File: src/sv/scfir_pkg.sv
`timescale 1ns / 1ps
// ----------------------------------------------------------------------------
// scfir_pkg
// Shared types, codes and sizing helpers for the sliding correlation FIR.
// ----------------------------------------------------------------------------
package scfir_pkg;

    localparam int DEF_MAX_TAPS = 16;
    localparam int VAL_W        = 16;
    localparam int PROD_W       = 32;
    localparam int SUM_W        = 40;
    localparam int RIDX_W       = 16;
    localparam int TAPCNT_W     = 5;
    localparam int TIDX_W       = 4;
    localparam logic [TAPCNT_W-1:0] TAPCNT_RESET = 5'd16;

    localparam logic MODE_LOAD   = 1'b0;
    localparam logic MODE_SAMPLE = 1'b1;

    typedef enum logic [1:0] {
        S_IDLE,
        S_RUN,
        S_DRAIN,
        S_OUT
    } t_state;

    typedef struct packed {
        logic sample_move;
        logic coef_move;
    } t_cell_ctrl;

    typedef struct packed {
        t_cell_ctrl tap;
        logic       shift_new;
    } t_chain_ctrl;

    typedef struct packed {
        logic clear;
        logic en;
    } t_mac_ctrl;

    // Width of an index into a bank of n entries.
    function automatic int idx_w(input int n);
        return (n > 1) ? $clog2(n) : 1;
    endfunction

    // Width of a count that can hold n itself.
    function automatic int cnt_w(input int n);
        return $clog2(n + 1);
    endfunction

endpackage

File: src/sv/scfir_cell.sv
`timescale 1ns / 1ps
// ----------------------------------------------------------------------------
// scfir_cell
// One tap of the chain: a coefficient and a window sample, each passed on to
// a neighbor when the chain moves.
// ----------------------------------------------------------------------------
module scfir_cell (
    input  logic                                  i_clk,
    input  logic                                  i_rst_n,
    input  scfir_pkg::t_cell_ctrl                 i_ctrl,
    input  logic                                  i_coef_load,
    input  logic signed [scfir_pkg::VAL_W-1:0]    i_coef_data,
    input  logic signed [scfir_pkg::VAL_W-1:0]    i_sample,
    input  logic signed [scfir_pkg::VAL_W-1:0]    i_coef,
    output logic signed [scfir_pkg::VAL_W-1:0]    o_sample,
    output logic signed [scfir_pkg::VAL_W-1:0]    o_coef
);
    import scfir_pkg::*;

    logic signed [VAL_W-1:0] r_sample;
    logic signed [VAL_W-1:0] r_coef;

    always_ff @(posedge i_clk) begin
        if (!i_rst_n) begin
            r_sample <= '0;
            r_coef   <= '0;
        end else begin
            if (i_ctrl.sample_move) begin
                r_sample <= i_sample;
            end
            if (i_coef_load) begin
                r_coef <= i_coef_data;
            end else if (i_ctrl.coef_move) begin
                r_coef <= i_coef;
            end
        end
    end

    assign o_sample = r_sample;
    assign o_coef   = r_coef;

endmodule

File: src/sv/scfir_mac.sv
`timescale 1ns / 1ps
// ----------------------------------------------------------------------------
// scfir_mac
// Registered 16x16 multiplier followed by a 40-bit accumulator.
// ----------------------------------------------------------------------------
module scfir_mac (
    input  logic                                  i_clk,
    input  logic                                  i_rst_n,
    input  scfir_pkg::t_mac_ctrl                  i_ctrl,
    input  logic signed [scfir_pkg::VAL_W-1:0]    i_coef,
    input  logic signed [scfir_pkg::VAL_W-1:0]    i_sample,
    output logic signed [scfir_pkg::SUM_W-1:0]    o_sum
);
    import scfir_pkg::*;

    logic signed [PROD_W-1:0] r_prod;
    logic                     r_prod_vld;
    logic signed [SUM_W-1:0]  r_acc;

    always_ff @(posedge i_clk) begin
        if (!i_rst_n) begin
            r_prod_vld <= 1'b0;
        end else begin
            r_prod_vld <= i_ctrl.en;
        end
    end

    always_ff @(posedge i_clk) begin
        r_prod <= i_coef * i_sample;
        if (i_ctrl.clear) begin
            r_acc <= '0;
        end else if (r_prod_vld) begin
            r_acc <= r_acc + SUM_W'(r_prod);
        end
    end

    assign o_sum = r_acc;

endmodule

File: src/sv/scfir_ctrl.sv
`timescale 1ns / 1ps
// ----------------------------------------------------------------------------
// scfir_ctrl
// Sequencer: accepts words, tracks the fill count and result index, and
// walks the chain once around for each sample that yields a result.
// ----------------------------------------------------------------------------
module scfir_ctrl #(
    parameter int MAX_TAPS = scfir_pkg::DEF_MAX_TAPS
) (
    input  logic                                        i_clk,
    input  logic                                        i_rst_n,
    input  logic                                        i_s_valid,
    input  logic                                        i_mode,
    input  logic                                        i_first,
    input  logic [scfir_pkg::TAPCNT_W-1:0]              i_tap_count,
    input  logic                                        i_out_free,
    output logic                                        o_s_ready,
    output scfir_pkg::t_chain_ctrl                      o_chain,
    output scfir_pkg::t_mac_ctrl                        o_mac,
    output logic                                        o_out_load,
    output logic [scfir_pkg::idx_w(MAX_TAPS)-1:0]       o_tap_sel,
    output logic [scfir_pkg::RIDX_W-1:0]                o_result_index
);
    import scfir_pkg::*;

    localparam int IW = idx_w(MAX_TAPS);
    localparam int FW = cnt_w(MAX_TAPS);
    localparam logic [IW-1:0] LAST_STEP = IW'(MAX_TAPS - 1);

    t_state              r_state, n_state;
    logic [IW-1:0]       r_step, n_step;
    logic [FW-1:0]       r_fill, n_fill;
    logic [RIDX_W-1:0]   r_cnt, n_cnt;
    logic [FW-1:0]       taps_eff;
    logic [FW-1:0]       fill_base;
    logic                smp_acc;

    // A tap count of zero acts as one, anything above the bank as the bank.
    always_comb begin
        if (i_tap_count == '0) begin
            taps_eff = FW'(1);
        end else if (int'(i_tap_count) > MAX_TAPS) begin
            taps_eff = FW'(MAX_TAPS);
        end else begin
            taps_eff = FW'(i_tap_count);
        end
    end

    assign o_tap_sel = IW'(taps_eff - FW'(1));

    always_ff @(posedge i_clk) begin
        if (!i_rst_n) begin
            r_state <= S_IDLE;
            r_step  <= '0;
            r_fill  <= '0;
            r_cnt   <= '0;
        end else begin
            r_state <= n_state;
            r_step  <= n_step;
            r_fill  <= n_fill;
            r_cnt   <= n_cnt;
        end
    end

    always_comb begin
        n_state    = r_state;
        n_step     = r_step;
        n_fill     = r_fill;
        n_cnt      = r_cnt;
        o_s_ready  = 1'b0;
        o_chain    = '0;
        o_mac      = '0;
        o_out_load = 1'b0;
        smp_acc    = 1'b0;
        fill_base  = r_fill;

        case (r_state)
            S_IDLE: begin
                o_s_ready = 1'b1;
                smp_acc   = i_s_valid && (i_mode == MODE_SAMPLE);
                if (smp_acc) begin
                    o_chain.tap.sample_move = 1'b1;
                    o_chain.shift_new       = 1'b1;
                    o_mac.clear             = 1'b1;
                    fill_base = i_first ? '0 : r_fill;
                    if (i_first) begin
                        n_cnt = '0;
                    end
                    n_fill = (int'(fill_base) < MAX_TAPS) ? fill_base + FW'(1) : fill_base;
                    if (n_fill >= taps_eff) begin
                        n_state = S_RUN;
                        n_step  = '0;
                    end
                end
            end
            S_RUN: begin
                // A full turn of both chains puts every tap back in place.
                o_chain.tap.sample_move = 1'b1;
                o_chain.tap.coef_move   = 1'b1;
                o_mac.en = (FW'(r_step) < taps_eff);
                n_step   = r_step + IW'(1);
                if (r_step == LAST_STEP) begin
                    n_state = S_DRAIN;
                    n_step  = '0;
                end
            end
            S_DRAIN: begin
                n_state = S_OUT;
            end
            S_OUT: begin
                if (i_out_free) begin
                    o_out_load = 1'b1;
                    n_cnt      = r_cnt + RIDX_W'(1);
                    n_state    = S_IDLE;
                end
            end
            default: begin
                n_state = S_IDLE;
            end
        endcase
    end

    assign o_result_index = r_cnt;

    a_run_ends: assert property (@(posedge i_clk) disable iff (!i_rst_n)
        (r_state == S_RUN && r_step == LAST_STEP) |=> (r_state == S_DRAIN))
        else $error("chain walk did not end after one full turn");

    a_fill_bound: assert property (@(posedge i_clk) disable iff (!i_rst_n)
        int'(r_fill) <= MAX_TAPS)
        else $error("fill count above the bank size");

    a_first_fill: assert property (@(posedge i_clk) disable iff (!i_rst_n)
        (smp_acc && i_first) |=> (r_fill == FW'(1)))
        else $error("first sample did not restart the fill count");

    a_out_idle: assert property (@(posedge i_clk) disable iff (!i_rst_n)
        (r_state == S_OUT && i_out_free) |=> (r_state == S_IDLE && r_cnt != $past(r_cnt)))
        else $error("result hand-off did not advance the result index");

endmodule

File: src/sv/sliding_correlation_fir.sv
`timescale 1ns / 1ps
// ----------------------------------------------------------------------------
// sliding_correlation_fir
// Valid-mode sliding dot product of a sample stream with a loaded kernel.
//
// Input words arrive on the s-side stream. tuser[0] selects the kind: zero
// loads value into coefficient tap_index, one pushes value as a sample;
// tuser[1] marks the first sample of a new signal and restarts the fill
// count and the result index. Once tap_count samples of the signal are in,
// each sample gives one result word on the m-side stream.
// The tap count must be written on the cfg channel while the block is idle;
// the block itself does not enforce this. A load, or a sample that gives no
// result, leaves the block ready for the next word. For a sample that gives a
// result, the coefficient and sample rows rotate one full turn past a single
// multiply-accumulate unit, then the pipeline drains and the sum is written
// to the output register once it is free; no words are taken meanwhile.
// While a result waits in the output register the block keeps taking words;
// a following result holds in the sequencer until the register is free.
// Reset clears coefficients, window, counts and the output valid, and sets
// the tap count to 16.
// ----------------------------------------------------------------------------
module sliding_correlation_fir #(
    parameter int MAX_TAPS = scfir_pkg::DEF_MAX_TAPS
) (
    input  logic                                i_clk,
    input  logic                                i_rst_n,
    // cfg write channel: tap_count [4:0]
    input  logic                                i_cfg_valid,
    output logic                                o_cfg_ready,
    input  logic [scfir_pkg::TAPCNT_W-1:0]      i_cfg_data,
    // s-side tdata: tap_index [3:0], value [19:4], zero [23:20]
    input  logic                                i_s_tvalid,
    output logic                                o_s_tready,
    input  logic [23:0]                         i_s_tdata,
    // s-side tuser: mode [0], first_sample [1]
    input  logic [1:0]                          i_s_tuser,
    // m-side tdata: dot_sum [39:0], result_index [55:40]
    output logic                                o_m_tvalid,
    input  logic                                i_m_tready,
    output logic [55:0]                         o_m_tdata
);
    import scfir_pkg::*;

    localparam int IW = idx_w(MAX_TAPS);

    logic [TAPCNT_W-1:0]       r_tap_count;
    logic                      in_mode;
    logic                      in_first;
    logic [TIDX_W-1:0]         in_tap_index;
    logic signed [VAL_W-1:0]   in_value;
    logic                      load_hit;
    logic                      out_free;
    t_chain_ctrl               chain;
    t_mac_ctrl                 mac;
    logic                      out_load;
    logic [IW-1:0]             tap_sel;
    logic [RIDX_W-1:0]         result_index;
    logic signed [SUM_W-1:0]   mac_sum;
    logic signed [VAL_W-1:0]   cell_sample [MAX_TAPS];
    logic signed [VAL_W-1:0]   cell_coef   [MAX_TAPS];
    logic signed [VAL_W-1:0]   head_sample;
    logic                      r_m_valid;
    logic [55:0]               r_m_data;

    assign in_mode      = i_s_tuser[0];
    assign in_first     = i_s_tuser[1];
    assign in_tap_index = i_s_tdata[TIDX_W-1:0];
    assign in_value     = i_s_tdata[TIDX_W +: VAL_W];

    assign o_cfg_ready = 1'b1;

    always_ff @(posedge i_clk) begin
        if (!i_rst_n) begin
            r_tap_count <= TAPCNT_RESET;
        end else if (i_cfg_valid && o_cfg_ready) begin
            r_tap_count <= i_cfg_data;
        end
    end

    assign load_hit = i_s_tvalid && o_s_tready && (in_mode == MODE_LOAD)
                      && (int'(in_tap_index) < MAX_TAPS);
    assign out_free = !r_m_valid || i_m_tready;

    scfir_ctrl #(
        .MAX_TAPS (MAX_TAPS)
    ) u_ctrl (
        .i_clk          (i_clk),
        .i_rst_n        (i_rst_n),
        .i_s_valid      (i_s_tvalid),
        .i_mode         (in_mode),
        .i_first        (in_first),
        .i_tap_count    (r_tap_count),
        .i_out_free     (out_free),
        .o_s_ready      (o_s_tready),
        .o_chain        (chain),
        .o_mac          (mac),
        .o_out_load     (out_load),
        .o_tap_sel      (tap_sel),
        .o_result_index (result_index)
    );

    // Samples move toward higher cells, coefficients toward cell zero; both
    // rows close into rings while the sum is formed.
    for (genvar k = 0; k < MAX_TAPS; k++) begin : g_cell
        localparam int PREV = (k + MAX_TAPS - 1) % MAX_TAPS;
        localparam int NEXT = (k + 1) % MAX_TAPS;
        logic signed [VAL_W-1:0] smp_in;
        logic                    coef_ld;

        if (k == 0) begin : g_head
            assign smp_in = chain.shift_new ? in_value : cell_sample[PREV];
        end else begin : g_body
            assign smp_in = cell_sample[PREV];
        end

        assign coef_ld = load_hit && (int'(in_tap_index) == k);

        scfir_cell u_cell (
            .i_clk       (i_clk),
            .i_rst_n     (i_rst_n),
            .i_ctrl      (chain.tap),
            .i_coef_load (coef_ld),
            .i_coef_data (in_value),
            .i_sample    (smp_in),
            .i_coef      (cell_coef[NEXT]),
            .o_sample    (cell_sample[k]),
            .o_coef      (cell_coef[k])
        );
    end

    assign head_sample = cell_sample[tap_sel];

    scfir_mac u_mac (
        .i_clk    (i_clk),
        .i_rst_n  (i_rst_n),
        .i_ctrl   (mac),
        .i_coef   (cell_coef[0]),
        .i_sample (head_sample),
        .o_sum    (mac_sum)
    );

    always_ff @(posedge i_clk) begin
        if (!i_rst_n) begin
            r_m_valid <= 1'b0;
        end else if (out_load) begin
            r_m_valid <= 1'b1;
        end else if (i_m_tready) begin
            r_m_valid <= 1'b0;
        end
    end

    always_ff @(posedge i_clk) begin
        if (out_load) begin
            r_m_data <= {result_index, mac_sum};
        end
    end

    assign o_m_tvalid = r_m_valid;
    assign o_m_tdata  = r_m_data;

endmodule
File: config.mk
export PLATFORM = sky130hd
export DESIGN_NAME = sliding_correlation_fir
export DESIGN_NICKNAME = d
export VERILOG_FILES = /design/src/sv/scfir_pkg.sv /design/src/sv/scfir_cell.sv /design/src/sv/scfir_mac.sv /design/src/sv/scfir_ctrl.sv /design/src/sv/sliding_correlation_fir.sv
export SDC_FILE = /design/constraint.sdc
export NUM_CORES = 2
export LEC_CHECK = 0
export BUFFER_PORTS_ARGS = -buffer_cell sky130_fd_sc_hd__buf_4
export CAP_MARGIN = 20
export CORE_MARGIN = 8
export CORE_UTILIZATION = 50
export CTS_BUF_LIST = sky130_fd_sc_hd__clkbuf_16
export CTS_CLUSTER_SIZE = 8
export DETAILED_ROUTE_END_ITERATION = 8
export PLACE_DENSITY = 0.66
export SETUP_SLACK_MARGIN = 0.05
export SYNTH_ARGS = -nofsm -noshare
export SYNTH_HDL_FRONTEND = slang
export SYNTH_HIERARCHICAL = 1
export SYNTH_SLANG_ARGS = --single-unit
File: constraint.sdc
create_clock -name i_clk -period 19 [get_ports i_clk]
set_clock_uncertainty 0.05 [all_clocks]
set_input_delay 2.85 -clock i_clk [delete_from_list [all_inputs] [get_ports i_clk]]
set_output_delay 2.85 -clock i_clk [all_outputs]
set_load 0.02 [all_outputs]
==> results.md <==
Worst setup path:
- The setup slack of the most critical reg-to-reg path is 8.89 ns.
- The data arrival time of the worst path is 10.58 ns.
- The worst setup path is launched from a flop.
- The origin of the critical flop-to-flop path is r_tap_count[4].
- The top cell family by delay on the critical path is adder cells.
- The type of destination of the critical path is a flop.
- The required time of the critical path is 19.47 ns.
- The worst flop-to-flop path endpoint is u_mac/r_prod[31].
- The type of the worst setup path is flop to flop.
- The critical path runs through a total of 30 cells.
- By instance count, the cell type seen most on the critical path is fa_1.
- In this run the worst setup path terminates at u_mac/r_prod[31].
- The highest net fanout along the worst path is 48.
- The start point of the critical path is r_tap_count[4].
- The slowest stage of the critical path belongs to the cell a2111oi_0.
- The delay contributed by the slowest stage of the critical path is 0.74 ns.
- The number of buffers and inverters on the critical path is 8.
- The worst reg-to-reg path cell count is 30.

Timing:
- The worst pin sits at a relative slew slack of 20.8%.
- Dividing the final minimum period by the clock period gives 53.2%.
- The hold violation total from the final report came to 0.
- Setup repair after global routing left no endpoint under its margin.
- After layout, the worst setup slack is 8.89 ns.
- For the pin with the worst max-slew slack, the measured transition is 1.19 ns.
- The final period demand of the worst path is 10.11 ns.
- The final sum of negative setup slack is 0 ns.
- Setup violations remaining at the end of the flow were counted as 0.
- Timing would allow up to 98.9 MHz.
- The final number of max-transition violations is 0.
- The worst hold-check slack is 0.406 ns.

CTS:
- TritonCTS built the clock tree.
- The count of clock tree sinks is 674.
- The number of gates resized after cts is 0.
- In this run the deepest clock path goes through 3 buffers.
- After clock tree synthesis, the flow added hold-fix buffers numbering 0.
- Clock latency on the worst-skew pair, taken at its later pin, is 0.64 ns.
- After clock tree synthesis, the clock-pin slew on the worst setup and hold paths is 0.05 ns.
- The H-tree depth is 3.
- The number of buffers created by CTS is 94.
- The root buffer selected by CTS is clkbuf_16.
- Buffers added to address setup during post-CTS repair amount to 0.

Detailed routing:
- Summed over all layers, the routed wires come to 90,500 um.
- The detail-routed via count per cell is 5.43.
- The via count is 27,896.
- The first routing iteration left 1,496 violations.
- Before antenna repair, the detailed router went through 5 iterations.
- The number of remaining DRC errors is 0.
- The detail route stage leaves a number of antenna-violating nets equal to 0.
- The per-cell routed wire length is 17.6 um.

Placed design:
- The number of placed instances, taps included, is 5,023.
- Detailed placement ended at an HPWL of 60,000 um.
- The number of buffers inserted by port buffering is 89.
- The pre-CTS setup slack is 8.82 ns.
- The congestion estimate from routability-driven global placement came to 0.822.

Layout:
- Excluding fillers, the count of instances in the completed layout stands at 5,140.
- The final layout contains 4,411 nets.
- The filler cell count in the final layout is 7,381.
- The fraction of final layout cells with drive strength greater than 1 is 15.2%.
- The area growth from synthesis to layout is 8.50%.

Global route:
- The first global-routing pass estimated 149,000 um of wire.
- The via count of the first global-routing pass is 28,144.
- The total grt overflow is 0.
- The number of antenna violations at the first check in global routing came to 1.
- For this run, the total global-route usage over all layers was measured as 18.7%.
- Entering global routing, the biggest net connects 227 pins.

Power and ir drop:
- The power per standard cell area is 67.6 nW/um^2.
- The worst supply voltage drop on vdd is 0.0000754 V.
- The total leakage power is 22.4 nW.
- The design draws 3.16 mW.

Synthesis:
- In this run, distinct cell masters in the synthesized netlist total 91.
- Sequential cells were found to cover 32.6% of the synthesized design area.
- The register bit count reported by yosys is 674.
- The fraction of registers with async set/reset is 0%.
- The post-synthesis net count is 4,428.
- The number of warnings printed during yosys synthesis is 6.
- The largest total area in the synthesized netlist belongs to dfxtp_1.
- Of the post-synthesis cell area, the dominant cell type holds 28.7%.
- Averaged over all synthesized cells, the footprint is 10.8 um^2.
- By area the synthesized netlist is led by dfxtp_1 (29%), fa_1 (12%), mux2i_1 (6.5%).
- The predominant post-synthesis flop cell is dfxtp_1.
- In this run the cell area of the synthesized design comes to 43,100 um^2.
- Synthesis handed over a netlist of 3,992 instances.
- The count of flip-flops with a built-in enable after synthesis is 56.

Floorplan:
- The initialized floorplan defines 107 standard-cell rows.
- The die is 310 um tall.
- The number of top-level pins is 95.
- The floorplan die width is 310 um.
- The total die area is 95,800 um^2.
- In this run the standard cell core region covers 85,300 um^2.
- For this configuration, the core starts out at a cell density of 50.5%.

Flow run:
- The number of max-cap violations is 0.

Run status:
- The run finished with clean final reports.

Min path:
- The tightest min-delay check is of the flop to flop type.
- The worst hold path begins at u_ctrl/o_result_index[15].
-- through the flow --
step	cell area [um^2]	util (%)
2_1_floorplan	43100	-
3_3_place_gp	44200	51.8
3_5_place_dp	44200	51.8
4_1_cts	46800	54.8
5_1_grt	46800	54.8
6_report	46800	54.8
-- worst min-delay path by stage --
stage,to,slack (ns),cells after the start
2_1_floorplan,o_m_tdata[39],0.37,0
3_3_place_gp,o_m_tdata[39],0.39,0
3_5_place_dp,o_m_tdata[39],0.40,0
4_1_cts,o_m_tdata[55],0.41,0
5_1_grt,o_m_tdata[11],0.42,0
6_report,o_m_tdata[55],0.41,0
-- routing by layer --
| layer | wire, um | vias to the layer above | global-route usage [%] | part of all wire [%] |
|---|---|---|---|---|
| met5 | 0 | - | 0 | 0 |
| met4 | 1660 | 0 | 4.53 | 1.8 |
| met3 | 3350 | 132 | 2.41 | 3.7 |
| met2 | 41800 | 439 | 31.1 | 46 |
| met1 | 43700 | 13724 | 25.9 | 48 |
| li1 | - | 13601 | - | - |
-- placed cells by master, fill, tap and decap left out, types with 22 or more instances in the layout --
cell / instances
clkbuf_16: 94
mux2_2: 115
mux2i_1: 280
a22oi_1: 35
o21ai_0: 35
mux4_2: 54
nand2_1: 200
nor2_1: 100
xnor2_1: 42
inv_1: 322
o211a_1: 256
mux2_4: 160
nor2b_1: 273
fa_1: 263
dfxtp_1: 618
nand3_1: 22
nor3_1: 24
a21o_1: 39
edfxtp_1: 56
xor2_1: 22
and2_1: 134
ha_1: 136
buf_4: 130
nand2b_1: 262
a21oi_1: 79
-- worst register-to-register path, delay by kind of cell (launching register included) --
| kind | cells | cell delay (ns) |
|---|---|---|
| AO/OA/AOI/OAI | 9 | 2.24 |
| XOR/XNOR | 1 | 0.08 |
| adder cells (fa/ha/maj) | 8 | 3.69 |
| buffers and inverters | 8 | 2.03 |
| flip-flops | 1 | 0.37 |
| multiplexers | 1 | 0.45 |
| AND/OR/NAND/NOR | 3 | 1.11 |
-- report_power, final --
part           switching [mW]  internal [mW]  total (mW)  leakage [nW]
registers             0.00961           1.45        1.45          5.50
clock network           0.610          0.890        1.50          1.31
logic                   0.114         0.0901       0.204          15.6
total                   0.734           2.43        3.16          22.4
-- cells by family after synthesis --
logic type | share of synthesized area, %
compound gates | 10.8
xor+xnor | 1.30
fa+ha+maj | 16.2
buf+inv | 6.14
flops | 32.6
mux | 18.6
other cells | 0.00870
simple gates | 14.3
-- state kept, by name, summed over array words and instances (netlist names), 2 cells and up --
name	cells
u_ctrl/r_state	2
r_tap_count	5
u_ctrl/r_step	4
u_ctrl/o_result_index	16
u_mac/o_sum	40
u_ctrl/r_fill	5
g_cell.u_cell/o_sample	256
u_mac/r_prod	32
g_cell.u_cell/o_coef	256
o_m_tdata	56
-- Yosys cell counts (5+ instances only) --
master / n
a211o_1: 5
a211oi_1: 16
a21o_1: 39
a21oi_1: 79
a22oi_1: 35
a31oi_1: 9
and2_1: 135
and3_1: 7
buf_1: 11
buf_12: 16
buf_2: 53
buf_4: 21
buf_6: 20
clkbuf_1: 126
dfxtp_1: 618
edfxtp_1: 56
fa_1: 263
ha_1: 137
inv_1: 310
mux2_2: 115
mux2_4: 160
mux2i_1: 280
mux4_1: 10
mux4_2: 54
nand2_1: 200
nand2b_1: 263
nand3_1: 22
nand4_1: 11
nor2_1: 112
nor2b_1: 274
nor3_1: 28
o211a_1: 256
o211ai_1: 8
o21a_1: 8
o21ai_0: 36
o21ai_1: 11
o21bai_1: 10
o31ai_1: 5
or2b_1: 16
or3_1: 13
xnor2_1: 42
xor2_1: 22
-- final cells by class --
type	instances	area, um^2	area share (%)
Multi-Input combinational cell	2761	26500	56.6
Sequential cell	674	14100	30.1
Clock buffer	94	2350	5.03
Tap cell	1144	1430	3.06
Inverter	310	1160	2.49
Timing Repair Buffer	134	1050	2.25
Clock inverter	22	225	0.482
Antenna cell	1	2.50	0.00535
(Power assumes the default switching activity.)
